### src/gpd_pkg.sv
package gpd_pkg;

  localparam logic [16:0] LOG2E_Q16 = 17'd94548;
  localparam logic [30:0] ONE_Q30 = 31'h4000_0000;
  localparam int unsigned DIST_BITS = 31;
  localparam int unsigned ARG_BITS = 22;
  localparam int unsigned DDQ_BITS = 38;

  typedef enum logic [2:0] {
    REG_CENTER_X = 3'd0,
    REG_CENTER_Y = 3'd1,
    REG_CENTER_Z = 3'd2,
    REG_UNIT_DX  = 3'd3,
    REG_UNIT_DY  = 3'd4,
    REG_UNIT_DZ  = 3'd5,
    REG_DEPTH    = 3'd6,
    REG_FALLOFF  = 3'd7
  } reg_idx_t;

  typedef struct packed {
    logic unity;
    logic kill;
  } gauss_flags_t;

  function automatic logic [63:0] isqrt64(logic [63:0] v);
    logic [63:0] r;
    logic [63:0] bit_v;
    logic [63:0] rem;
    r = '0;
    rem = v;
    bit_v = 64'h4000_0000_0000_0000;
    for (int k = 0; k < 32; k++) begin
      if (rem >= r + bit_v) begin
        rem = rem - (r + bit_v);
        r = (r >> 1) + bit_v;
      end else begin
        r = r >> 1;
      end
      bit_v = bit_v >> 2;
    end
    return r;
  endfunction

  // 2^-(idx / 2^bits) in Q1.30
  function automatic logic [30:0] exp_table_entry(int idx, int bits);
    logic [63:0] e;
    logic [63:0] root;
    e = 64'(ONE_Q30);
    root = 64'(ONE_Q30) >> 1;
    for (int k = 1; k <= bits; k++) begin
      root = isqrt64(root << 30);
      if (((idx >> (bits - k)) & 1) != 0) begin
        e = (e * root + (64'(ONE_Q30) >> 1)) >> 30;
      end
    end
    return e[30:0];
  endfunction

endpackage

### src/gpd_dist_lane.sv
module gpd_dist_lane
  import gpd_pkg::*;
#(
  parameter int COORD_BITS = 32
) (
  input  logic                         clk,
  input  logic                         en,
  input  logic signed [COORD_BITS-1:0] coord,
  input  logic signed [COORD_BITS-1:0] center,
  output logic signed [COORD_BITS-1:0] coord_d,
  output logic [2*DIST_BITS-1:0]       dist_sq
);
  localparam int DW = COORD_BITS + 1;
  localparam int EW = (DW > 32) ? DW : 32;
  localparam logic [EW-1:0] CAP = EW'(32'h7FFF_FFFF);

  logic signed [COORD_BITS-1:0] p1, p2;
  logic signed [DW-1:0] d1;
  logic [DIST_BITS-1:0] m2;
  logic [DW-1:0] mag;
  logic [EW-1:0] mag_ext;

  always_comb begin
    mag = d1[DW-1] ? DW'(-d1) : DW'(d1);
    mag_ext = EW'(mag);
  end

  always_ff @(posedge clk) begin
    if (en) begin
      p1 <= coord;
      d1 <= DW'(coord) - DW'(center);
      p2 <= p1;
      m2 <= (mag_ext > CAP) ? DIST_BITS'(CAP) : DIST_BITS'(mag_ext);
      coord_d <= p2;
      dist_sq <= m2 * m2;
    end
  end
endmodule

### config.mk
export PLATFORM = sky130hd
export DESIGN_NAME = gpd_dist_lane
export DESIGN_NICKNAME = d
export VERILOG_FILES = /design/src/gpd_pkg.sv /design/src/gpd_dist_lane.sv
export SDC_FILE = /design/constraint.sdc
export NUM_CORES = 2
export LEC_CHECK = 0
export BUFFER_PORTS_ARGS = -buffer_cell sky130_fd_sc_hd__buf_2
export CORE_MARGIN = 3
export CORE_UTILIZATION = 60
export CTS_BUF_LIST = sky130_fd_sc_hd__clkbuf_4 sky130_fd_sc_hd__clkbuf_8
export DETAILED_ROUTE_END_ITERATION = 7
export HOLD_SLACK_MARGIN = 0.03
export PLACE_DENSITY = 0.78
export SLEW_MARGIN = 20
export SYNTH_ARGS = -nofsm -noshare
export SYNTH_HDL_FRONTEND = slang
export SYNTH_SLANG_ARGS = --single-unit
### constraint.sdc
create_clock -name clk -period 8.9 [get_ports clk]
set_clock_uncertainty 0.1 [all_clocks]
set_input_delay 0.89 -clock clk [delete_from_list [all_inputs] [get_ports clk]]
set_output_delay 0.89 -clock clk [all_outputs]
set_load 0.005 [all_outputs]
# --- Word-level counts from Yosys, hierarchy flattened ---
# Index checks and enable logic that the tools add are counted.
word_totals:
  register_bits: 222
  input_bits: 66
  out_inout_bits: 94
  wordCells: 11
classes:
  addsub: 2
  mul: 1
  magnitude_cmp: 1
  n_mux: 1
ops:
  columns: ["operator", "n"]
  rows:
  - ["$mul 31x31->62", 1]
  - ["$gt 33x31->1 const B", 1]
  - ["$mux 33", 1]
  - ["$neg 33->33", 1]
  - ["$sub 32x32->33", 1]

# --- Longest topological paths before layout ---
depth:
  depth_word: 3
  mapped_depth: 32
  depth_no_buf: 30

# --- Worst setup path before layout ---
# No wires, ideal clock.
synth_timing:
  kind: "reg2reg"
  startpoint: "register m2[12]"
  endpoint: "register dist_sq[60], data pin"
  setup_ns: 0.269
  t_arrival_ns: 7.374
  t_required_ns: 8.531
  slack_ns: 1.157
  path_stages_with_launch: 29
  n_path_buf: 3
  synth_period_minus_slack_ns: 7.743
  cell_sequence: "edfxtp_1 > clkbuf_1 > clkbuf_1 > nand2_1 > fa_1 > inv_1 > fa_1 > inv_1 > fa_1 > inv_1 > fa_1 > inv_1 > fa_1 > inv_1 > fa_1 > fa_1 > inv_1 > fa_1 > inv_1 > ha_1 > clkbuf_1 > nand2_1 > nor2_1 > or4b_2 > o221ai_1 > o211ai_1 > and3_1 > o21ai_1 > o211ai_1"
synth_via:
  elab_chain_cells: 1
synth_lines:
  columns: ["element", "line_no", "source"]
  rows:
  - ["from (decl)", "gpd_dist_lane.sv:19", "logic [DIST_BITS-1:0] m2;"]
  - ["from (signal assigned)", "gpd_dist_lane.sv:33", "m2 <= (mag_ext > CAP) ? DIST_BITS'(CAP) : DIST_BITS'(mag_ext);"]
  - ["$mul 31x31->62", "gpd_dist_lane.sv:35", "dist_sq <= m2 * m2;"]
  - ["to (signal assigned)", "gpd_dist_lane.sv:35", null]
  - ["to (decl)", "gpd_dist_lane.sv:11", "output logic [2*DIST_BITS-1:0] dist_sq"]
# Every way passes these cells.
# A chain may end at the register's enable or synchronous reset.

# --- Worst setup path after layout ---
layout_timing:
  startpoint: "register m2[12]"
  endpoint: "register dist_sq[59], data pin"
# The elaborated chain is that of the path after synthesis.

==> impl_metrics.yaml <==
layout:
  final_cell_mix: "inv_1 (964), fa_1 (748), nand2_1 (339)"
  num-nets-final: 4867
  num-fill-cells: 4484
  area_growth_pct: 8.21
  final_common_cell: "inv_1"
  drive_above_1_share_pct: 9.51
  multi_input_area_mm2: 0.0258
  regArea_mm2: 0.00664
synthesis:
  synth_edf_count: 221
  ys.flop_type: "edfxtp_1"
  synth_top_cell_area_share_pct: 41.0
  avgSynthCellArea_um2: 10.2
  yosys_warnings: 0
  ys_seq_area_share_pct: 18.2
  netlist_top_cells_area: "fa_1 (41%), edfxtp_1 (18%), ha_1 (10%), inv_1 (9.9%), nand2_1 (3.5%)"
  ys_ff_latch: 221
  synth.distinct_cells: 71
  synth_cells: 3565
  synth_fp_nets: 4683
  synthArstFlopShare_pct: 0
  yosys.area.top_type: "fa_1"
  syn_area_mm2: 0.0365
critical_path:
  slowest_delay_ns: 0.67
  crit_required_ns: 9.15
  crit_slowest_cell: "edfxtp_1"
  crit_top_cell: "fa_1"
  worst-setup-path-type: "reg -> reg"
  cp_max_fo: 13
  cp-end-kind: "flip-flop"
  ff2ff_path_depth: 27
  cp.arrival_ns: 8.92
  cp-start-kind: "flip-flop"
clocking:
  cts_tree: "done"
  clockBufferDepth: 3
  cts_num_sinks: 221
  cts_root_buf: "clkbuf_8"
  cts_max_level: 2
  cts_buffers: 38
  cts.clk_slew.worst_paths_ns: 0.07
  cts.hold.buffers_added: 0
  clk_latency_ns: 0.64
sta:
  fin_crit_ns: 8.67
  timing.setup.tns_ns: 0
  finalSetupViolations: 0
  fmax_mhz: 115
  timing.final.crit_share_pct: 97.4
  setup_ws_ns: 0.233
  max_slew_margin_pct: 37.5
  finalMaxSlewViolations: 0
  tightestPinTransition_ns: 0.938
  finalHoldViolations: 0
  rsz0062_at_grt: "false"
grt:
  grt_pass1_vias: 27239
  antenna_found_initial: 1
  grtUsageTotal_pct: 28.8
  grt_pass1_wl_um: 142000
  grt_overflow: 0
  grt_max_degree: 103
floorplan:
  fp.dieW_um: 253
  core_area_mm2: 0.0596
  die-height_um: 253
  fp.dieArea_mm2: 0.0638
  io-pin-count: 160
  core.rowCount: 89
  start_util_pct: 61.3
run:
  drv_cap: 0
placed_design:
  io_buffer_count: 158
  dp_hpwl_um: 72400
  routabilityCongestion: 0.964
  place_ws_ns: 0.267
drt:
  wire_per_inst_um: 19.3
  routed_wl_um: 87800
  vias_per_cell: 5.45
  drtAntennaViolNets: 0
  initialDrtViolationCount: 1727
  first_pass_iters: 5
  drcViolationCount: 0
  via_count: 24817
status:
  outcome: "completed"
min_path:
  hold_class: "reg -> reg"
  worstHoldPathCells: 0
repair_timing:
item | 4_1_cts | 5_1_grt
endpoints found under the setup margin | 0 | 8
gates resized for setup | 0 | 1
buffers inserted | 0 | 16
logic make-up (layout without fill, tap and decap cells):
family                     count (synthesis)  count (layout)  share of synthesized area [%]
xor gates and xnor gates                 139             139                           3.33
DFF                                      221             221                           18.2
adders and majority gates               1052            1052                           51.4
AOI/OAI and AO/OA                        318             318                           5.77
buffers and inverters                   1080            1291                           11.2
and+or+nand+nor                          750             750                           9.98
muxes                                      4               4                          0.113
other                                      1               2                         0.0103
routing by layer:
layer | wire (um) | share of wire [%] | vias up | track usage, %
met5 | 0 | 0 | - | 0
met4 | 3800 | 4.3 | 0 | 10.8
met3 | 7780 | 8.9 | 238 | 6.95
met2 | 42700 | 49 | 1010 | 48.1
met1 | 33500 | 38 | 12440 | 37.0
li1 | - | - | 11129 | -
sequential cells by signal, summed over array words and instances, names as in the netlist:
register  count
dist_sq      61
p2           32
m2           31
d1           33
coord_d      32
p1           32
critical path: cells and delay by family, from the launching register on:
family                     cells  cell delay [ns]
AOI/OAI and AO/OA              8             2.16
DFF                            1             0.67
xor gates and xnor gates       1             0.09
adders and majority gates      9             4.32
buffers and inverters          8             0.80
and+or+nand+nor                1             0.24
final cells by class:
type	instances	share of cell area, %
clock inverter	19	0.583
clock buffer	48	1.51
multi-input combinational	2264	65.3
sequential	221	16.8
timing repair buffer	257	4.16
inverter	967	9.19
tap	773	2.45
antenna	1	0.00633
cell usage after synthesis (all sizes together) (5+ instances only):
master	number
o21ai	61
fa	748
edfxtp	221
nor3	10
nand2	349
nand4	15
ha	304
o211ai	8
xnor2	70
a31o	5
nand2b	8
clkbuf	108
or4	7
buf	5
and2	191
nor2b	17
o41ai	9
nand3	19
or3	6
o31ai	9
a21o	54
or2	8
a211oi	6
a21boi	7
a31oi	11
inv	964
nor2	98
xor2	69
o21a	10
o21bai	19
and3	12
a21oi	91
through the flow:
step	utilization, %	hold slack, ns	instance area, um^2	instances
after detailed placement	64.6	0.305	38500	4466
final	66.3	0.313	39500	4550
after floorplan	-	0.300	36500	3565
after global routing	66.3	0.315	39500	4549
after global placement	64.6	0.300	38500	4466
after CTS	66.0	0.309	39300	4533
worst paths after layout:
check,endpoint,start,slack [ns]
setup / recovery,dist_sq[59]$_DFFE_PP_,m2[12]$_SDFFCE_PN1P_,0.23
setup reg to reg,dist_sq[59]$_DFFE_PP_,m2[12]$_SDFFCE_PN1P_,0.23
hold / removal,coord_d[17]$_DFFE_PP_,p2[17]$_DFFE_PP_,0.31
hold reg to reg,coord_d[17]$_DFFE_PP_,p2[17]$_DFFE_PP_,0.31
Power is not shown: default switching activity piles up to over one toggle a cycle in this logic, so the estimate is an artifact.
