### config.mk
export PLATFORM = sky130hd
export DESIGN_NAME = gpd_apply_lane
export DESIGN_NICKNAME = d
export VERILOG_FILES = /design/src/gpd_pkg.sv /design/src/gpd_apply_lane.sv
export SDC_FILE = /design/constraint.sdc
export NUM_CORES = 2
export LEC_CHECK = 0
export ABC_AREA = 1
export BUFFER_PORTS_ARGS = -buffer_cell sky130_fd_sc_hd__buf_2
export CAP_MARGIN = 15
export CORE_MARGIN = 8
export CORE_UTILIZATION = 50
export CTS_BUF_LIST = sky130_fd_sc_hd__clkbuf_16
export CTS_CLUSTER_SIZE = 40
export DETAILED_ROUTE_END_ITERATION = 10
export HOLD_SLACK_MARGIN = 0.1
export PLACE_DENSITY = 0.71
export SKIP_LAST_GASP = 1
export SYNTH_ARGS = -nofsm -noshare
export SYNTH_HDL_FRONTEND = slang
export SYNTH_SLANG_ARGS = --single-unit
### constraint.sdc
create_clock -name clk -period 16.31 [get_ports clk]
set_input_delay 1.631 -clock clk [delete_from_list [all_inputs] [get_ports clk]]
set_output_delay 1.631 -clock clk [all_outputs]
set_load 0.01 [all_outputs]
### src/gpd_pkg.sv
package gpd_pkg;

  localparam logic [16:0] LOG2E_Q16 = 17'd94548;
  localparam logic [30:0] ONE_Q30 = 31'h4000_0000;
  localparam int unsigned DIST_BITS = 31;
  localparam int unsigned ARG_BITS = 22;
  localparam int unsigned DDQ_BITS = 38;

  typedef enum logic [2:0] {
    REG_CENTER_X = 3'd0,
    REG_CENTER_Y = 3'd1,
    REG_CENTER_Z = 3'd2,
    REG_UNIT_DX  = 3'd3,
    REG_UNIT_DY  = 3'd4,
    REG_UNIT_DZ  = 3'd5,
    REG_DEPTH    = 3'd6,
    REG_FALLOFF  = 3'd7
  } reg_idx_t;

  typedef struct packed {
    logic unity;
    logic kill;
  } gauss_flags_t;

  function automatic logic [63:0] isqrt64(logic [63:0] v);
    logic [63:0] r;
    logic [63:0] bit_v;
    logic [63:0] rem;
    r = '0;
    rem = v;
    bit_v = 64'h4000_0000_0000_0000;
    for (int k = 0; k < 32; k++) begin
      if (rem >= r + bit_v) begin
        rem = rem - (r + bit_v);
        r = (r >> 1) + bit_v;
      end else begin
        r = r >> 1;
      end
      bit_v = bit_v >> 2;
    end
    return r;
  endfunction

  // 2^-(idx / 2^bits) in Q1.30
  function automatic logic [30:0] exp_table_entry(int idx, int bits);
    logic [63:0] e;
    logic [63:0] root;
    e = 64'(ONE_Q30);
    root = 64'(ONE_Q30) >> 1;
    for (int k = 1; k <= bits; k++) begin
      root = isqrt64(root << 30);
      if (((idx >> (bits - k)) & 1) != 0) begin
        e = (e * root + (64'(ONE_Q30) >> 1)) >> 30;
      end
    end
    return e[30:0];
  endfunction

endpackage

### src/gpd_apply_lane.sv
module gpd_apply_lane
  import gpd_pkg::*;
#(
  parameter int COORD_BITS = 32
) (
  input  logic                         clk,
  input  logic                         en,
  input  logic signed [COORD_BITS-1:0] coord,
  input  logic signed [15:0]           unit,
  input  logic signed [32:0]           shift_q,
  output logic signed [COORD_BITS-1:0] coord_out
);
  localparam int SW = ((COORD_BITS > 35) ? COORD_BITS : 35) + 1;
  localparam logic signed [SW-1:0] HI = (SW'(1) <<< (COORD_BITS - 1)) - SW'(1);
  localparam logic signed [SW-1:0] LO = -HI - SW'(1);

  logic signed [48:0] t1;
  logic signed [COORD_BITS-1:0] p1;
  logic signed [34:0] sh;
  logic signed [SW-1:0] sum;

  always_comb begin
    sh = t1[48:14];
    sum = SW'(p1) + SW'(sh);
  end

  always_ff @(posedge clk) begin
    if (en) begin
      t1 <= unit * shift_q;
      p1 <= coord;
      if (sum > HI) begin
        coord_out <= COORD_BITS'(HI);
      end else if (sum < LO) begin
        coord_out <= COORD_BITS'(LO);
      end else begin
        coord_out <= COORD_BITS'(sum);
      end
    end
  end
endmodule
# Yosys cells after proc, flatten, opt, wreduce, memory -nomap -nowiden
# Index checks and enable logic that the tools add are counted.
[op_classes] add_sub_neg=1 multipliers=1 order_cmp=2 muxes=1
[ops] cell="multiplier 16 x 33 -> 49 bit" count=1
[ops] cell="adder 32 x 35 -> 36 bit" count=1
[ops] cell="> comparator 36 x 32 -> 1 bit (second input constant)" count=1
[ops] cell="less-than comparator 36 x 32 -> 1 bit (second input constant)" count=1
[ops] cell="2-to-1 mux 32 bit" count=1
[totals] reg_bits=113 input_bits=83 out_inout_bits=32 word_cells=8

# Logic depth before layout (Yosys ltp)
[depth] word_depth=3 ltp_mapped=29 mapped_depth_nobuf=27

# Worst setup path before layout
# OpenSTA, ideal clock, no wires.
[synth_timing] path_kind="input to register" startpoint="in shift_q[7]" endpoint="reg t1[37], data pin" setup_ns=0.252 arrival_ns=6.775 required_ns=16.058 path_slack_ns=9.283 stages=25 n_path_buf=2 path_cell_list="clkbuf_1 clkbuf_1 nand2_1 fa_1 inv_1 fa_1 inv_1 fa_1 inv_1 fa_1 fa_1 inv_1 fa_1 inv_1 ha_1 nand2_1 nor2_1 inv_1 nor2_1 and3_1 a21oi_1 o21ai_0 nand2_1 nand3_1 nand2_1"
[synth_between] elab_chain_cells=1
[synth_rtl] element="start: declaration" line_no="gpd_apply_lane.sv:10" text="input logic signed [32:0] shift_q,"
[synth_rtl] element="multiplier 16 x 33 -> 49 bit" line_no="gpd_apply_lane.sv:29" text="t1 <= unit * shift_q;"
[synth_rtl] element="end signal: assignment" line_no="gpd_apply_lane.sv:29"
[synth_rtl] element="end: declaration" line_no="gpd_apply_lane.sv:17" text="logic signed [48:0] t1;"
# Every way passes these cells.
# A chain may end at the register's enable or synchronous reset.

# Worst setup path in the final report
[layout_timing] startpoint="in unit[8]" endpoint="reg t1[37], data pin"
[layout_between] elab_chain_cells=1
[layout_rtl] element="start: declaration" line_no="gpd_apply_lane.sv:9" text="input logic signed [15:0] unit,"
[layout_rtl] element="multiplier 16 x 33 -> 49 bit" line_no="gpd_apply_lane.sv:29"
# Every way passes these cells.

==> impl_metrics.env <==
export IMPL_grt_pass1_wl_um=104000
export IMPL_postCtsSetupBuffers=0
export IMPL_fin_crit_sh_pct=45.9
export IMPL_hpwlAfterDp_um=52800
export IMPL_holdWs_ns=0.676
export IMPL_synthCells=3110
export IMPL_post_cts_resized=0
export IMPL_final_cell_mix="inv_1, nand2_1, fa_1"
export IMPL_min_period_ns=7.49
export IMPL_cts_clk_slew_worst_paths_ns=0.07
export IMPL_ys_seq_elements=99
export IMPL_hold_viol=0
export IMPL_grt_overflow=0
export IMPL_synth_yosys_seq_area_share_pct=12.0
export IMPL_hp_class="reg -> reg"
export IMPL_fin_skew_ns=0.0117
export IMPL_critical_path_class="in -> reg"
export IMPL_cts_sinks=99
export IMPL_synth_edff_count=99
export IMPL_regArea_um2=2970
export IMPL_grtUsageTotal_pct=22.6
export IMPL_io_pins=115
export IMPL_synthFlopType="edfxtp_1"
export IMPL_finish_utilization_pct=53.1
export IMPL_worst_path_buf_inv=5
export IMPL_initial_utilization_pct=50.7
export IMPL_synth_nets=3841
export IMPL_cpPeakStageDelay_ns=0.59
export IMPL_yosysWarnings=0
export IMPL_drv_slew=0
export IMPL_grt_max_degree=53
export IMPL_cts_made_buffers=9
export IMPL_cts_buffer_depth=2
export IMPL_crit_fanout=33
export IMPL_gp_congestion=1.02
export IMPL_cpMaxStageDelayCell="buf_2"
export IMPL_ys_types=43
export IMPL_critPathTopFamily="adder cells"
export IMPL_coreArea_um2=48800
export IMPL_drc=0
export IMPL_setup_violations=0
export IMPL_cts_tree="built"
export IMPL_vias=19200
export IMPL_clockRootBuffer="clkbuf_16"
export IMPL_cp_start_kind="input port"
export IMPL_ctsHoldBuffers=0
export IMPL_nNetsFinal=3846
export IMPL_drt_iter0_drc=1296
export IMPL_rsz0062_at_grt="no"
export IMPL_relSlewSlack_pct=37.9
export IMPL_worst_setup_path_end_kind="register"
export IMPL_htree_levels=3
export IMPL_drtPass1Iterations=6
export IMPL_syn_to_final_growth_pct=4.82
export IMPL_clock_fmax_ghz=0.133
export IMPL_n_antenna_cell=0
export IMPL_outcome="finished clean"
export IMPL_worstPathRequired_ns=16.41
export IMPL_grt_pass1_vias=20600
export IMPL_wl_um=61800
export IMPL_critPathMostFrequentCell="fa_1"
export IMPL_clkLatencyLatePin_ns=0.36
export IMPL_num_rows=81
export IMPL_die_w_um=238
export IMPL_drive_above_1_share_pct=5.42
export IMPL_final_common_cell="inv_1"
export IMPL_port_buffers=114
export IMPL_dieHeight_um=238
export IMPL_dieArea_um2=56900
export IMPL_cp_arrival_ns=7.59
export IMPL_antenna_found_initial=0
export IMPL_multi_input_area_um2=17900
export IMPL_stdcell_area_um2=25900
export IMPL_syn_area_um2=24700
export IMPL_fill_cells=4756
export IMPL_wl_per_cell_um=16.3
export IMPL_vias_per_cell=5.08
export IMPL_fin_tns_setup_ns=0
export IMPL_synth_avg_cell_area_um2=7.96
export IMPL_crit_chain="buf_2 -> nand2_1 -> fa_1 -> inv_1 -> fa_1 -> fa_1 -> fa_1 -> fa_1 -> inv_1 -> fa_1 -> inv_1 -> ha_1 -> nand2_1 -> nor2_1 -> inv_1 -> nor2_1 -> and3_1 -> a21oi_1 -> o21ai_0 -> nand2_1 -> nand3_1 -> nand2_1"
export IMPL_tightest_slew_ns=0.931
export IMPL_antenna_left=0
export IMPL_max_cap_violations=0
export IMPL_dpl_cell_area_um2=25700
export IMPL_async_reset_ff_share_pct=0
export IMPL_rrSetupSlack_ns=13.03
## layer usage
metal / vias to the layer above / track usage, % / share of wire (%)
met5: - / 0 / 0
met4: 0 / 7.09 / 3.0
met3: 110 / 1.86 / 5.6
met2: 612 / 39.6 / 49
met1: 9534 / 29.7 / 42
li1: 8956 / - / -
## cells by family (layout without fill, tap and decap cells)
| logic type | Yosys count | in the layout | share of synthesized area [%] |
|---|---|---|---|
| compound gates | 205 | 205 | 4.69 |
| xor+xnor | 67 | 67 | 2.37 |
| fa+ha+maj | 648 | 648 | 47.9 |
| buf+inv | 1013 | 1023 | 15.6 |
| flops | 99 | 99 | 12.0 |
| simple gates | 1078 | 1078 | 17.4 |
## path summary, 6_finish.rpt
check                           startpoint             to  cells after the start
worst max-delay path               unit[8]         t1[37]                     22
worst min-delay path                 p1[0]   coord_out[0]                      3
worst max register to register      t1[14]  coord_out[27]                     14
worst min register to register       p1[0]   coord_out[0]                      3
## state kept, by name (all words and copies together), names as in the netlist
register	count
coord_out	32
t1	35
p1	32
## worst reg2reg max path, stage by stage (launching register included)
cell and delay [ns]:
edfxtp_1 0.37, ha_1 0.31, fa_1 0.50, nand3_1 0.14, nand3_2 0.11, nand3_2 0.08
nand2_2 0.07, nand2_1 0.09, nand2_2 0.12, nand2_1 0.11, nand3b_1 0.07, nand2_1 0.15
nand2_1 0.12, o21ai_4 0.62, nand2_1 0.14
## Yosys cell counts, types with 6 or more instances
cell,n,area [um2]
inv_1,886,3330
nand2_1,817,3070
fa_1,500,10000
ha_1,148,1850
nor2_1,148,556
clkbuf_1,119,447
edfxtp_1,99,2970
a21oi_1,98,490
o21ai_0,51,255
nand3_1,46,230
xor2_1,37,324
xnor2_1,30,263
nor3_1,17,85.1
a31oi_1,13,81.3
a21o_1,12,90.1
nand2_2,11,68.8
nand4_1,10,62.6
o21bai_1,10,75.1
o21a_1,7,52.6
nor2_2,6,37.5
nor4_1,6,37.5
or2_2,6,37.5
## cell type report
cell class | count | area share [%]
Tap cell | 664 | 3.20
Clock inverter | 7 | 0.203
Clock buffer | 9 | 0.868
Timing Repair Buffer | 120 | 2.38
Inverter | 887 | 12.8
Sequential cell | 99 | 11.5
Multi-Input combinational cell | 1998 | 69.0
## through the flow
step	instances	setup slack (ns)
after floorplan	3110	9.28
after global placement	3768	8.54
after detailed placement	3768	8.54
after CTS	3784	8.92
after global routing	3784	8.48
final	3784	8.82
Power is not shown: default switching activity piles up to over one toggle a cycle in this logic, so the estimate is an artifact.
